`config.mk`:
```
export PLATFORM = sky130hd
export DESIGN_NAME = gmpr_sqrt_cell
export DESIGN_NICKNAME = d
export VERILOG_FILES = /design/src/rtl/gmpr_pkg.sv /design/src/rtl/gmpr_sqrt_cell.sv
export SDC_FILE = /design/constraint.sdc
export NUM_CORES = 1
export LEC_CHECK = 0
export BUFFER_PORTS_ARGS = -buffer_cell sky130_fd_sc_hd__buf_2
export CORE_MARGIN = 2
export CORE_UTILIZATION = 40
export DETAILED_ROUTE_END_ITERATION = 16
export GPL_TIMING_DRIVEN = 0
export PLACE_DENSITY_LB_ADDON = 0.12
export SLEW_MARGIN = 20
export SYNTH_ARGS = -nofsm -noshare
export SYNTH_HDL_FRONTEND = slang
export SYNTH_SLANG_ARGS = --single-unit
```
`constraint.sdc`:
```
create_clock -name aclk -period 2.55 [get_ports aclk]
set_input_delay 0.1275 -clock aclk [delete_from_list [all_inputs] [get_ports aclk]]
set_output_delay 0.1275 -clock aclk [all_outputs]
set_load 0.01 [all_outputs]
```
`src/rtl/gmpr_pkg.sv`:
```
// Shared constants, tables and types of the geodetic meters-per-radian block.
package gmpr_pkg;

    localparam int ANGLE_ITER_DFLT = 24;
    localparam int ATAN_MAX        = 32;
    localparam int XY_W            = 33;
    localparam int Q30_W           = 31;
    localparam int H_W             = 24;

    localparam logic [32:0] A_RESET      = 33'd6378137000;
    localparam logic [26:0] E2_RESET     = 27'd28752143;
    // floor(floor(pi * 2^62) / 1800000000)
    localparam logic [32:0] DEG_TO_RAD_C = 33'd8048910508;
    localparam logic [29:0] LAT_MAX      = 30'd900000000;
    localparam logic [32:0] OUT_MAX      = 33'd6500000000;

    localparam logic signed [XY_W-1:0] INV_GAIN = 33'sd652032874;
    localparam logic signed [XY_W-1:0] ONE_Q30  = 33'sd1073741824;

    localparam logic [30:0] ATAN_Q30 [ATAN_MAX] = '{
        31'h3243F6A8, 31'h1DAC6705, 31'h0FADBAFC, 31'h07F56EA6,
        31'h03FEAB76, 31'h01FFD55B, 31'h00FFFAAA, 31'h007FFF55,
        31'h003FFFEA, 31'h001FFFFD, 31'h000FFFFF, 31'h0007FFFF,
        31'h0003FFFF, 31'h0001FFFF, 31'h0000FFFF, 31'h00007FFF,
        31'h00003FFF, 31'h00001FFF, 31'h00000FFF, 31'h000007FF,
        31'h000003FF, 31'h000001FF, 31'h000000FF, 31'h0000007F,
        31'h0000003F, 31'h0000001F, 31'h0000000F, 31'h00000008,
        31'h00000004, 31'h00000002, 31'h00000001, 31'h00000000
    };

    typedef enum logic [1:0] {
        REG_SEMI_MAJOR = 2'd0,
        REG_ECC_SQ     = 2'd1
    } cfg_reg_t;

    typedef struct packed {
        logic signed [XY_W-1:0] x;
        logic signed [XY_W-1:0] y;
        logic signed [XY_W-1:0] z;
    } cordic_vec_t;

endpackage

```
`src/rtl/gmpr_sqrt_cell.sv`:
```
// One digit-by-digit square root stage: retires one root bit.
module gmpr_sqrt_cell
    import gmpr_pkg::*;
#(
    parameter int ROOT_W = 32,
    parameter int SIDE_W = 1
) (
    input  logic                aclk,
    input  logic                aresetn,
    input  logic                en,
    input  logic                in_valid,
    input  logic [ROOT_W+2:0]   in_rem,
    input  logic [ROOT_W-1:0]   in_root,
    input  logic [2*ROOT_W-1:0] in_rad,
    input  logic [SIDE_W-1:0]   in_side,
    output logic                out_valid,
    output logic [ROOT_W+2:0]   out_rem,
    output logic [ROOT_W-1:0]   out_root,
    output logic [2*ROOT_W-1:0] out_rad,
    output logic [SIDE_W-1:0]   out_side
);

    localparam int REM_W = ROOT_W + 3;
    localparam int RAD_W = 2 * ROOT_W;

    logic              valid_reg;
    logic [REM_W-1:0]  rem_reg, rem_next, rem2, trial;
    logic [ROOT_W-1:0] root_reg, root_next;
    logic [RAD_W-1:0]  rad_reg;
    logic [SIDE_W-1:0] side_reg;
    logic              ge;

    always_comb begin
        rem2      = {in_rem[REM_W-3:0], in_rad[RAD_W-1 -: 2]};
        trial     = {1'b0, in_root, 2'b01};
        ge        = rem2 >= trial;
        rem_next  = ge ? (rem2 - trial) : rem2;
        root_next = {in_root[ROOT_W-2:0], ge};
    end

    always_ff @(posedge aclk) begin
        if (!aresetn) begin
            valid_reg <= 1'b0;
        end else if (en) begin
            valid_reg <= in_valid;
        end
    end

    always_ff @(posedge aclk) begin
        if (en) begin
            rem_reg  <= rem_next;
            root_reg <= root_next;
            rad_reg  <= {in_rad[RAD_W-3:0], 2'b00};
            side_reg <= in_side;
        end
    end

    assign out_valid = valid_reg;
    assign out_rem   = rem_reg;
    assign out_root  = root_reg;
    assign out_rad   = rad_reg;
    assign out_side  = side_reg;

endmodule

```
; ---- Yosys cells after proc, flatten, opt, wreduce, memory -nomap -nowiden
; Cells that the tools add are included.
[word_totals]
ff_bits = 131
latchBits = 0
ramBits = 0
rom_bits = 0
input_bits = 136
out_inout_bits = 133
word_cells = 8
mem_count = 0
[op_classes]
add_sub_neg = 1
n_mul = 0
div_mod_pow = 0
magnitude_cmp = 1
eq_ne = 0
shifts = 0
mux = 1
bitwise_logic = 0
reduce_logical = 0
[op_table]
columns = operator, count
row1 = $ge 35x34->1, 1
row2 = $mux 35, 1
row3 = $sub 35x34->35, 1

; ---- Depth between registers and ports, before layout
; Gate-level depths: netlist (run 1).
[logic_depth]
depth_word = 2
depth_mapped = 14
mapped_depth_nobuf = 11

; ---- Least setup slack after synthesis (run 1)
; Ideal clock, no wire load.
[synth_timing]
path_kind = input-to-reg
start = input in_root[0]
end = register rem_reg[34] (netlist: out_rem[34]), data pin
setup_ps = 256
t_arrival_ps = 2274
required_time_ps = 2294
slack_ps = 21
path_stages = 11
n_path_buf = 1
cell_sequence = inv_1 ha_1 o211ai_1 o211ai_1 a311o_1 and3_1 or3_1 nand2_2 buf_2 a211oi_1 a31o_2
[synth_between]
elab_chain_cells = 2
word_cells_on_any_way = 3
cone_classes = add/sub (1) / order compare (1) / mux (1)
[synth_lines]
columns = item, line_no
row1 = start: declaration, gmpr_sqrt_cell.sv:13  ; input logic [ROOT_W-1:0] in_root,
row2 = $sub 35x34->35 or $ge 35x34->1 (tied branches), "gmpr_sqrt_cell.sv:37, gmpr_sqrt_cell.sv:36"
row3 = $mux 35 *, gmpr_sqrt_cell.sv:37  ; rem_next = ge ? (rem2 - trial) : rem2;
row4 = via rem_next[34], gmpr_sqrt_cell.sv:27  ; logic [REM_W-1:0] rem_reg, rem_next, rem2, trial;
row5 = end signal: assignment, gmpr_sqrt_cell.sv:51  ; rem_reg <= rem_next;
row6 = end: declaration, gmpr_sqrt_cell.sv:27
; Mark *: on every way through the listed nets, which the timed path passes. The rest lies on a longest branch.
; A chain may end at the register's enable or synchronous reset.

; ---- Worst setup path in the final report (run 1)
[layout_timing]
start = input in_rem[2]
end = register rem_reg[22] (netlist: out_rem[22]), data pin
[layout_between]
elab_chain_cells = 2
word_cells_on_any_way = 3
cone_classes = add/sub (1) / order compare (1) / mux (1)
[layout_lines]
columns = item, line_no
row1 = start: declaration, gmpr_sqrt_cell.sv:12  ; input logic [ROOT_W+2:0] in_rem,
row2 = $sub 35x34->35 or $ge 35x34->1 (tied branches), "gmpr_sqrt_cell.sv:37, gmpr_sqrt_cell.sv:36"
row3 = $mux 35 *, gmpr_sqrt_cell.sv:37
row4 = via rem_next[22], gmpr_sqrt_cell.sv:27
; Marked as above.

==> key figures, run 1 <==
Status
  • Status: finished clean

Timing
  • Fmax: 408.1 MHz
  • Fin crit share: approximately 96%
  • Worst Max-Slew Pin Slew: 0.6344 ns
  • Worst hold margin: 0.01509 ns
  • Setup-failing EPs final: 0
  • Period minus WS final: 2.451 ns
  • Final Hold Fails: 0
  • Setup TNS Final: 0 ns
  • Clock skew: 0 ns
  • Slew Limit Fails: 0
  • Slew HR: 57.71%

Pwr
  • Clock power frac: 36.6%
  • Pleak: ~0.0043 uW
  • PD cells: approximately 670 nW/um^2
  • Combinational power share: 21.9%
  • Reg power frac: 41.5%
  • Switching part of the total: ~28%
  • Int Pwr: 4644 uW
  • Peak supply drop: roughly 420 uV
  • Sw Pwr: 1848 uW

Global route
  • Gr ovfl total: 0
  • Met3 usage: under 10%
  • Number of global-route vias before repair: 5671
  • Met1 Track Usage GR: between 20% and 30%
  • GRT Util Overall: between 20% and 30%
  • Initial antenna violation count: 3
  • Met2 Use GR: 39.24%
  • First-pass GRT wire length: 28.18 mm
  • Largest net degree at the start of global routing: 69
  • Most Crowded Layer GR: met2

Drt
  • Vias per cell: just under 5
  • Drt wl/cell: 16.67 um
  • Drt pass-1 iters: 4
  • Final WL: ~19 mm
  • Iter 0 DRT Violations: ~320
  • Vias: roughly 5600
  • Residual DRC: 0
  • Post-route ant nets: 0

Floorplanning
  • Die X: 130.4 um
  • Initial core utilization: a little over 40%
  • Die area: ~17000 um^2
  • Core box area: ~16000 um^2
  • Rows: 46
  • Ports: 269
  • Die H: 130.4 um

Finish
  • Fraction of layout cells with a size suffix above 1: a little over a third
  • Util after Layout: between 60 and 70%
  • Layout overhead on the synthesized area: 51.10%
  • Fillcell total: 1356
  • Design Area, Final: 9657 um^2
  • Fin cells: 1146
  • Nets: 1086

Placement
  • DPL Wire Length: roughly 13 mm
  • Cell Area, Placed: 8020 um^2
  • Placed insts: 1015
  • Port-buffer cells: 264
  • Placer Congestion: 0.8645

Worst setup path
  • Critical path class: in2reg
  • CP arrival: 2.63 ns
  • CP max-delay cell: a311o_1
  • Critical path endpoint: out_rem[22]$_DFFE_PP_
  • Worst R2R Setup Slack: 1.93 ns
  • Crit end category: flip-flop
  • CP Launch Point: in_rem[2]
  • Reg2reg start: out_valid$_SDFFE_PN0P_
  • Slowest stage delay, CP: 0.47 ns
  • FF-to-FF path depth: 2
  • Reg-to-reg endpoint: out_valid$_SDFFE_PN0P_
  • Req. time, crit path: between 2 and 3 ns
  • Crit path cell chain: buf_2, ha_1, a21oi_2, o211ai_1, a311o_1, and3_4, or3_1, nand2_2, inv_2, buf_6, buf_6, nand2_1, nand2_1
  • CP Launch Type: input pin
  • CP max FO: 10

Logic synthesis
  • Register area share after synthesis: between 60 and 70%
  • Avg Inst Size Synth: between 10 and 15 um^2
  • Share of the synthesized area in the top cell type: about three fifths
  • Warnings, synthesis: 0
  • Asr flop ratio synth: 0%
  • Synth cell types: 52
  • Area leader, netlist: edfxtp_1
  • Top cells by area, synth: edfxtp_1 61%, ha_1 6.7%, a21oi_1 4.0%
  • Number of flops mapped to enable cells by yosys: 130
  • Most used standard cell by instance count after synthesis: edfxtp_1
  • Synthesized flop and latch total: 131
  • Post-Syn Area: 6391 um^2
  • Post-synth top flop: edfxtp_1
  • Synth top cells by count: 130 x edfxtp_1, 51 x a21oi_1, 43 x nand2_1, 43 x nor2_1, 37 x inv_1
  • Syn Inst Count: 533

CTS
  • Num CTS Buffers: 17
  • Root Buffer: clkbuf_16
  • CTS tree: yes
  • Clock buffer depth: 2
  • CTS clk-pin slew, worst paths: 0.06 ns
  • Clk sinks: 131
  • H-Tree Depth: 4
  • Worst-skew pair later-pin latency: ~0.42 ns

Min path
  • Hold_sp: in_rem[2]
  • Hold/Removal Path Class: in2reg

Flow run
  • Number of max-cap violations: 0
[power groups by stage]
stage / Combinational, uW / Sequential (uW) / Clock [uW]
final: 1420 / 2690 / 2380
after global routing: 1560 / 2720 / 2520
after CTS: 1400 / 2690 / 2440
after detailed placement: 1270 / 2740 / 0
after global placement: 1250 / 2740 / 0
after floorplan: 580 / 2870 / 0
[stage by stage]
stage	total power, uW	worst slack [ns]
6_report	6492	0.09941
5_1_grt	6793	-0.006296
4_1_cts	6526	0.05293
3_5_place_dp	4002	-0.5576
3_3_place_gp	3990	-0.5419
2_1_floorplan	3451	0.02077
[cell usage in the layout (no fill, tap or decap), types with 3 or more instances in the layout]
cell and count:
inv_1 37, nand2_1 43, a21oi_2 3, xnor2_1 16, o21a_1 4, edfxtp_1 130, nor2_1 43, nand2b_1 8
clkbuf_1 13, a211oi_1 6, a31o_2 3, buf_2 264, o21ai_0 19, a31oi_1 6, and3_1 7, a21o_1 14
dlygate4sd3_1 99, clkinvlp_4 4, nor3_2 3, and2_1 3, a21oi_1 48, o211ai_1 5, clkbuf_16 17, buf_6 5
nor4_1 3, nand4_1 7, nor3_1 6, buf_4 5, o31ai_1 3, inv_6 6, ha_1 32, nand3_1 12
o21bai_1 3, xor2_1 12
[flip-flops by register name, indices dropped and copies added, names as in the netlist]
register,count
out_valid,1
out_rad,62
out_rem,35
out_side,1
out_root,32
[layout make-up]
cell class	count	area, um^2	share of cell area [%]
Multi-Input combinational cell	341	2258	23.39
Sequential cell	131	3924	40.63
Clock buffer	18	429.2	4.444
Antenna cell	1	2.502	0.02591
Tap cell	216	270.3	2.799
Timing Repair Buffer	366	2361	24.45
Buffer	21	125.1	1.296
Clock inverter	14	143.9	1.490
Inverter	38	142.6	1.477
[worst min-delay path by stage]
stage                                   endpoint  slack, ns  cells after the start
after floorplan            out_rad[10]$_DFFE_PP_       0.23                      0
after global placement     out_rad[14]$_DFFE_PP_       0.31                      1
after detailed placement   out_rad[38]$_DFFE_PP_       0.31                      1
after CTS                   out_rem[4]$_DFFE_PP_      0.002                      3
after global routing      out_valid$_SDFFE_PN0P_      0.009                      3
final                       out_rem[4]$_DFFE_PP_       0.02                      3
[worst max-delay path, delay by kind of cell]
| family | cells | cell delay (ns) |
|---|---|---|
| buffers and inverters | 4 | 0.49 |
| adders and majority gates | 1 | 0.38 |
| and+or+nand+nor | 5 | 0.85 |
| AOI/OAI and AO/OA | 3 | 0.80 |
[cells by family after synthesis]
kind of cell	count (synthesis)	synth area share, %
AO/OA/AOI/OAI	132	12.96
XOR/XNOR	28	3.837
adder cells (fa/ha/maj)	34	6.656
buffers and inverters	62	4.150
flip-flops	131	61.39
multiplexers	3	0.4894
other	1	0.05868
AND/OR/NAND/NOR	142	10.45
[layer usage]
layer	part of all wire (%)	wire (um)
met1	40	7553
met5	0.14	27
met3	7.1	1356
met2	51	9699
met4	2.4	467
[repair_timing]
item / CTS / global route
hold endpoints to repair: 99 / 0
resized for setup: 3 / 18
endpoints found under the setup margin: 21 / 33
setup buffers: 0 / 2
hold buffers: 99 / 0
pin swaps: 1 / 5
Power figures use the tool's default switching activity.
==> inputs of run 2 (changes only) <==
==> constraint.sdc (replaced) <==
create_clock -name aclk -period 2.76 [get_ports aclk]
set_input_delay 0.138 -clock aclk [delete_from_list [all_inputs] [get_ports aclk]]
set_output_delay 0.138 -clock aclk [all_outputs]
set_load 0.01 [all_outputs]
==> key figures, run 2 (synthesis gave the netlist of run 1 again) <==
Drt
  • Residual DRC: 0 (unchanged)
  • Vias: 5609 (-0.089%)
  • Vias per cell: 4.903 (about the same)
  • Drt pass-1 iters: 5 (+1)
  • Iter 0 DRT Violations: 311 (-1.3%)
  • Final WL: 19.00 mm (-0.56%)
  • Post-route ant nets: 0 (unchanged)
  • Drt wl/cell: 16.61 um (-0.39%)

Placement
  • Port-buffer cells: 264 (unchanged)
  • Placer Congestion: 0.8645 (unchanged)
  • Placed insts: 1015 (unchanged)
  • DPL Wire Length: 13.24 mm (unchanged)
  • DP Worst Slack: -0.3581 ns (+0.1995 ns)

Floorplanning
  • Rows: 46 (unchanged)
  • Die area: 17010 um^2 (unchanged)
  • Die H: 130.4 um (unchanged)
  • Initial core utilization: 40.53% (unchanged)
  • Die X: 130.4 um (unchanged)
  • Core box area: 15770 um^2 (unchanged)
  • Ports: 269 (unchanged)

Min path
  • Hold Crit Depth: 3 (unchanged)
  • Hold_sp: in_rem[5]
  • Hold/Removal Path Class: in2reg
  • Worst Hold Endpoint: out_rem[7]$_DFFE_PP_

Worst setup path
  • Critical path class: in2reg
  • Reg-to-reg endpoint: out_valid$_SDFFE_PN0P_
  • Worst R2R Setup Slack: 2.14 ns (+0.21 ns)
  • CP arrival: 2.78 ns (+0.15 ns)
  • FF-to-FF path depth: 2 (unchanged)
  • CP max FO: 10 (unchanged)
  • Req. time, crit path: 2.94 ns (+0.21 ns)
  • Crit end category: flip-flop
  • CP Launch Type: input pin
  • Reg2reg start: out_valid$_SDFFE_PN0P_

Timing
  • Slew Limit Fails: 0 (unchanged)
  • Final worst setup slack: 0.1618 ns (+0.06239 ns)
  • Fin crit share: 94.14%
  • Final Hold Fails: 0 (unchanged)
  • RSZ-0062 raised after global routing: no
  • Slew HR: 58.01% (+0.30 points)
  • Setup-failing EPs final: 0 (unchanged)
  • Fmax: ~380 MHz
  • Worst Max-Slew Pin Slew: 0.6299 ns (-0.004510 ns)
  • Clock skew: 0 ns (unchanged)
  • Period minus WS final: 2.598 ns

Pwr
  • Pleak: 0.004267 uW (-0.37%)
  • PD cells: 623.9 nW/um^2 (-7.2%)
  • Peak supply drop: 381.7 uV (-9.2%)

Global route
  • First-pass GRT wire length: 28.06 mm (-0.44%)
  • Number of global-route vias before repair: 5612 (-1.0%)
  • Largest net degree at the start of global routing: 69 (unchanged)
  • Initial antenna violation count: 3 (unchanged)
  • Gr ovfl total: 0 (unchanged)
  • GRT Util Overall: 21.67% (-0.098 points)

CTS
  • CTS clk-pin slew, worst paths: 0.06 ns (about the same)
  • CTS tree: yes
  • H-Tree Depth: 4 (unchanged)
  • Worst-skew pair later-pin latency: 0.41 ns (about the same)
  • Post-CTS Repair Setup Buffers: 0 (unchanged)
  • Num CTS Buffers: 17 (unchanged)
  • Root Buffer: clkbuf_16
  • Clock buffer depth: 2 (unchanged)
  • Clk sinks: 131 (unchanged)

Finish
  • Largest register FFs: 62 (unchanged)
  • Most common cell after layout, fill and taps aside: buf_2
  • Util after Layout: 60.74% (-0.49 points)
  • Nets: 1084 (-0.18%)
  • Most frequent cells in the layout: 266 x buf_2, 130 x edfxtp_1, 97 x dlygate4sd3_1
  • Layout overhead on the synthesized area: 49.88%
  • Fin cells: 1144 (-0.17%)
  • Fillcell total: 1358 (+0.15%)
  • Fraction of layout cells with a size suffix above 1: 34.20% (-0.79 points)

Flow run
  • Number of max-cap violations: 0 (unchanged)

Status
  • Status: finished clean
## run 2: worst max-delay path, cell delays in order
cell and delay [ns]:
buf_2 0.09, inv_1 0.04, ha_1 0.36, o211ai_1 0.22, o211ai_1 0.20, a311o_1 0.48, and3_1 0.21, or3_1 0.39
nand2_2 0.12, buf_4 0.22, a211oi_1 0.07, a31o_2 0.23
## run 2: where the power goes
part	switching (uW)	internal (uW)	total (uW)
combinational	724	565	1290
clock	929	1270	2200
sequential	48.3	2440	2490
total	1700	4270	5980
## run 2: per-layer routing
| layer | share of wire (%) | track usage (%) | vias to the layer above |
|---|---|---|---|
| li1 | - | - | 2732 |
| met2 | 50 | 38.47 | 219 |
| met4 | 2.1 | 9.136 | 4 |
| met3 | 7.0 | 5.293 | 30 |
| met5 | 0.14 | 0 | - |
| met1 | 40 | 25.13 | 2624 |
## run 2: stage by stage
stage | area, um^2 | setup TNS (ns) | hold slack, ns | power [uW]
floorplan | 6395 | 0 | 0.2369 | 3188
global placement | 7986 | -8.984 | 0.3156 | 3686
detailed placement | 8020 | -9.314 | 0.3163 | 3698
CTS | 9564 | 0 | 0.003605 | 6024
global route | 9579 | 0 | 0.02003 | 6252
finish | 9579 | 0 | 0.01614 | 5976
## run 2: how the worst max path moves through the flow
| stage | start | endpoint | cells past startpoint | slack, ns |
|---|---|---|---|---|
| floorplan | in_root[0] | out_rem[34]$_DFFE_PP_ | 11 | 0.22 |
| global placement | in_rem[0] | out_rem[33]$_DFFE_PP_ | 12 | -0.34 |
| detailed placement | in_rem[0] | out_rem[33]$_DFFE_PP_ | 12 | -0.36 |
| CTS | in_root[16] | out_rem[34]$_DFFE_PP_ | 12 | 0.04 |
| global route | in_root[29] | out_rem[34]$_DFFE_PP_ | 13 | 0.01 |
| finish | in_root[0] | out_rem[34]$_DFFE_PP_ | 12 | 0.16 |
## run 2: layout make-up
cell class                 count  area (um^2)  share of cell area (%)
sequential                   131         3924                   40.96
timing repair buffer         362         2326                   24.28
multi-input combinational    341         2217                   23.15
clock buffer                  18        429.2                   4.480
tap                          216        270.3                   2.821
clock inverter                14        143.9                   1.502
inverter                      38        142.6                   1.489
buffer                        23        123.9                   1.293
antenna                        1        2.502                 0.02612
## run 2: what timing repair did
item	in CTS	in global routing
hold endpoints to repair	97	0
hold buffers	97	0
setup endpoints to repair	0	24
gates resized for setup	0	13
==> inputs of run 3 (changes only) <==
--- a/config.mk
+++ b/config.mk
@@ -6,8 +6,7 @@
 export NUM_CORES = 1
 export LEC_CHECK = 0
 export BUFFER_PORTS_ARGS = -buffer_cell sky130_fd_sc_hd__buf_2
-export CORE_MARGIN = 2
-export CORE_UTILIZATION = 40
+export CORE_UTILIZATION = 39
 export DETAILED_ROUTE_END_ITERATION = 16
 export GPL_TIMING_DRIVEN = 0
 export PLACE_DENSITY_LB_ADDON = 0.12
==> key figures, run 3 (synthesis gave the netlist of run 1 again) <==
Worst setup path
  • Critical path class: in2reg
  • CP Launch Type: input pin
  • CP max FO: 10 (unchanged)
  • CP arrival: 2.83 ns (+0.05 ns)
  • FF-to-FF path depth: 3 (+1)
  • Reg2reg start: out_valid$_SDFFE_PN0P_
  • Req. time, crit path: 2.92 ns (-0.02 ns)
  • Worst R2R Setup Slack: 1.61 ns (-0.53 ns)
  • Reg-to-reg endpoint: out_valid$_SDFFE_PN0P_
  • Crit end category: flip-flop

CTS
  • CTS tree: yes
  • Post-CTS Repair Setup Buffers: 0 (unchanged)
  • Worst-skew pair later-pin latency: 0.42 ns (about the same)
  • Root Buffer: clkbuf_16
  • Clk sinks: 131 (unchanged)
  • Num CTS Buffers: 17 (unchanged)
  • Clock buffer depth: 2 (unchanged)
  • H-Tree Depth: 4 (unchanged)
  • CTS clk-pin slew, worst paths: 0.06 ns (about the same)

Timing
  • Slew Limit Fails: 0 (unchanged)
  • Clock skew: 0 ns (unchanged)
  • Period minus WS final: 2.665 ns (+0.06667 ns)
  • RSZ-0062 raised after global routing: yes
  • Worst hold margin: 0.02157 ns (+0.005430 ns)
  • Final Hold Fails: 0 (unchanged)
  • Worst Max-Slew Pin Slew: 0.4908 ns (-0.1391 ns)
  • Setup-failing EPs final: 0 (unchanged)
  • Slew HR: 66.85% (+8.8 points)
  • Fmax: 375.3 MHz (-2.5%)
  • Fin crit share: 96.55% (+2.4 points)

Finish
  • Nets: 1085 (+0.092%)
  • Layout overhead on the synthesized area: 50.76%
  • Ant. Diodes: 0 (-1)
  • Most common cell after layout, fill and taps aside: buf_2
  • Largest register FFs: 62 (unchanged)
  • Most frequent cells in the layout: 265 x buf_2, 130 x edfxtp_1, 97 x dlygate4sd3_1
  • Fraction of layout cells with a size suffix above 1: 34.59% (+0.39 points)
  • Fin cells: 1144 (unchanged)

Drt
  • Post-route ant nets: 0 (unchanged)
  • Vias: 5605 (-0.071%)
  • Drt wl/cell: 16.26 um (-2.1%)
  • Iter 0 DRT Violations: 261 (-16%)
  • Final WL: 18.61 mm (-2.1%)
  • Residual DRC: 0 (unchanged)
  • Vias per cell: 4.899 (about the same)
  • Drt pass-1 iters: 4 (-1)

Global route
  • GRT Util Overall: 21.97% (+0.30 points)
  • First-pass GRT wire length: 27.97 mm (-0.32%)
  • Largest net degree at the start of global routing: 88 (+28%)
  • Number of global-route vias before repair: 5517 (-1.7%)
  • Gr ovfl total: 0 (unchanged)
  • Met2 Use GR: 39.67% (+1.2 points)
  • Met1 Track Usage GR: 24.70% (-0.43 points)
  • Met3 usage: 6.068% (+0.77 points)
  • Initial antenna violation count: 2 (-1)
  • Most Crowded Layer GR: met2

Floorplanning
  • Die X: 130.0 um (-0.30%)
  • Core box area: 15940 um^2 (+1.1%)
  • Die H: 130.0 um (-0.30%)
  • Initial core utilization: 40.09% (-0.44 points)
  • Rows: 46 (unchanged)
  • Die area: 16900 um^2 (-0.60%)
  • Ports: 269 (unchanged)

Pwr
  • Clock power frac: 38.6% (+1.8 points)
  • Combinational power share: 21.0% (-0.6 points)
  • Int Pwr: 4453 uW (+4.2%)
  • Sw Pwr: 1700 uW (-0.13%)
  • Switching part of the total: 27.63% (-0.85 points)
  • Reg power frac: 40.4% (-1.3 points)
  • Peak supply drop: 410.1 uV (+7.5%)
  • PD cells: 638.5 nW/um^2 (+2.3%)
  • Pleak: 0.004301 uW (+0.80%)

Min path
  • Hold_sp: in_rem[9]
  • Hold/Removal Path Class: in2reg
  • Hold Crit Depth: 3 (unchanged)
  • Worst Hold Endpoint: out_rem[11]$_DFFE_PP_

Placement
  • Placed insts: 1015 (unchanged)
  • DPL Wire Length: 13.18 mm (-0.46%)
  • Port-buffer cells: 264 (unchanged)
  • Placer Congestion: 0.8400 (-2.8%)

Flow run
  • Number of max-cap violations: 0 (unchanged)

Status
  • Status: finished clean
run 3: changes by cell type in the layout (fill, tap and decap cells not counted), sizes merged:
cell,change
clkbuf,+2
diode,-1
bufinv,+2
clkinvlp,-1
buf,-2
run 3: timing repair:
action / CTS / global route
gates resized for setup: 0 / 17
endpoints found under the hold margin: 96 / 0
endpoints found under the setup margin: 0 / 23
hold buffers: 97 / 0
run 3: worst max-delay path by stage:
stage                            from                    end  depth (start not counted)
after floorplan            in_root[0]  out_rem[34]$_DFFE_PP_                         11
after global placement      in_rem[0]  out_rem[33]$_DFFE_PP_                         12
after detailed placement    in_rem[0]  out_rem[33]$_DFFE_PP_                         12
after CTS                   in_rem[0]  out_rem[33]$_DFFE_PP_                         12
after global routing      in_root[16]  out_rem[34]$_DFFE_PP_                         12
final                       in_rem[0]  out_rem[34]$_DFFE_PP_                         11
run 3: cell type report:
type                            instances  area [um^2]
Timing Repair Buffer                  362         2326
Fill cell                            1351         6307
Clock buffer                           17        425.4
Clock inverter                         15        191.4
Tap cell                              216        270.3
Sequential cell                       131         3924
Buffer                                 24        130.1
Multi-Input combinational cell        341         2226
Inverter                               38        142.6
run 3: power by group through the flow:
stage	clock network [uW]	logic [uW]	registers, uW
6_report	2370	1290	2490
5_1_grt	2500	1420	2510
4_1_cts	2420	1280	2490
3_5_place_dp	0	1170	2530
3_3_place_gp	0	1150	2530
2_1_floorplan	0	536	2650
run 3: metrics by stage:
stage / total power [uW] / setup WS (ns) / setup TNS, ns / instance area [um^2] / utilization, %
3_5_place_dp: 3694 / -0.3615 / -9.267 / 8020 / 50.31
2_1_floorplan: 3188 / 0.2203 / 0 / 6395 / -
6_report: 6152 / 0.09513 / 0 / 9635 / 60.44
4_1_cts: 6193 / 0.04925 / 0 / 9608 / 60.27
5_1_grt: 6422 / -0.004519 / -0.004519 / 9635 / 60.44
3_3_place_gp: 3684 / -0.3486 / -8.831 / 7986 / 50.09
run 3: worst max-delay path, cell delays in order:
cell,delay [ns]
buf_2,0.11
ha_1,0.38
o211ai_1,0.25
o211ai_1,0.21
a311o_1,0.49
and3_1,0.21
or3_1,0.39
nand2_2,0.12
buf_4,0.23
a211oi_1,0.06
a31o_2,0.23
run 3: layer usage:
layer	vias to the layer above	routed length (um)
li1	2727	-
met1	2605	7455
met2	228	9439
met3	41	1245
met4	4	437
met5	-	29
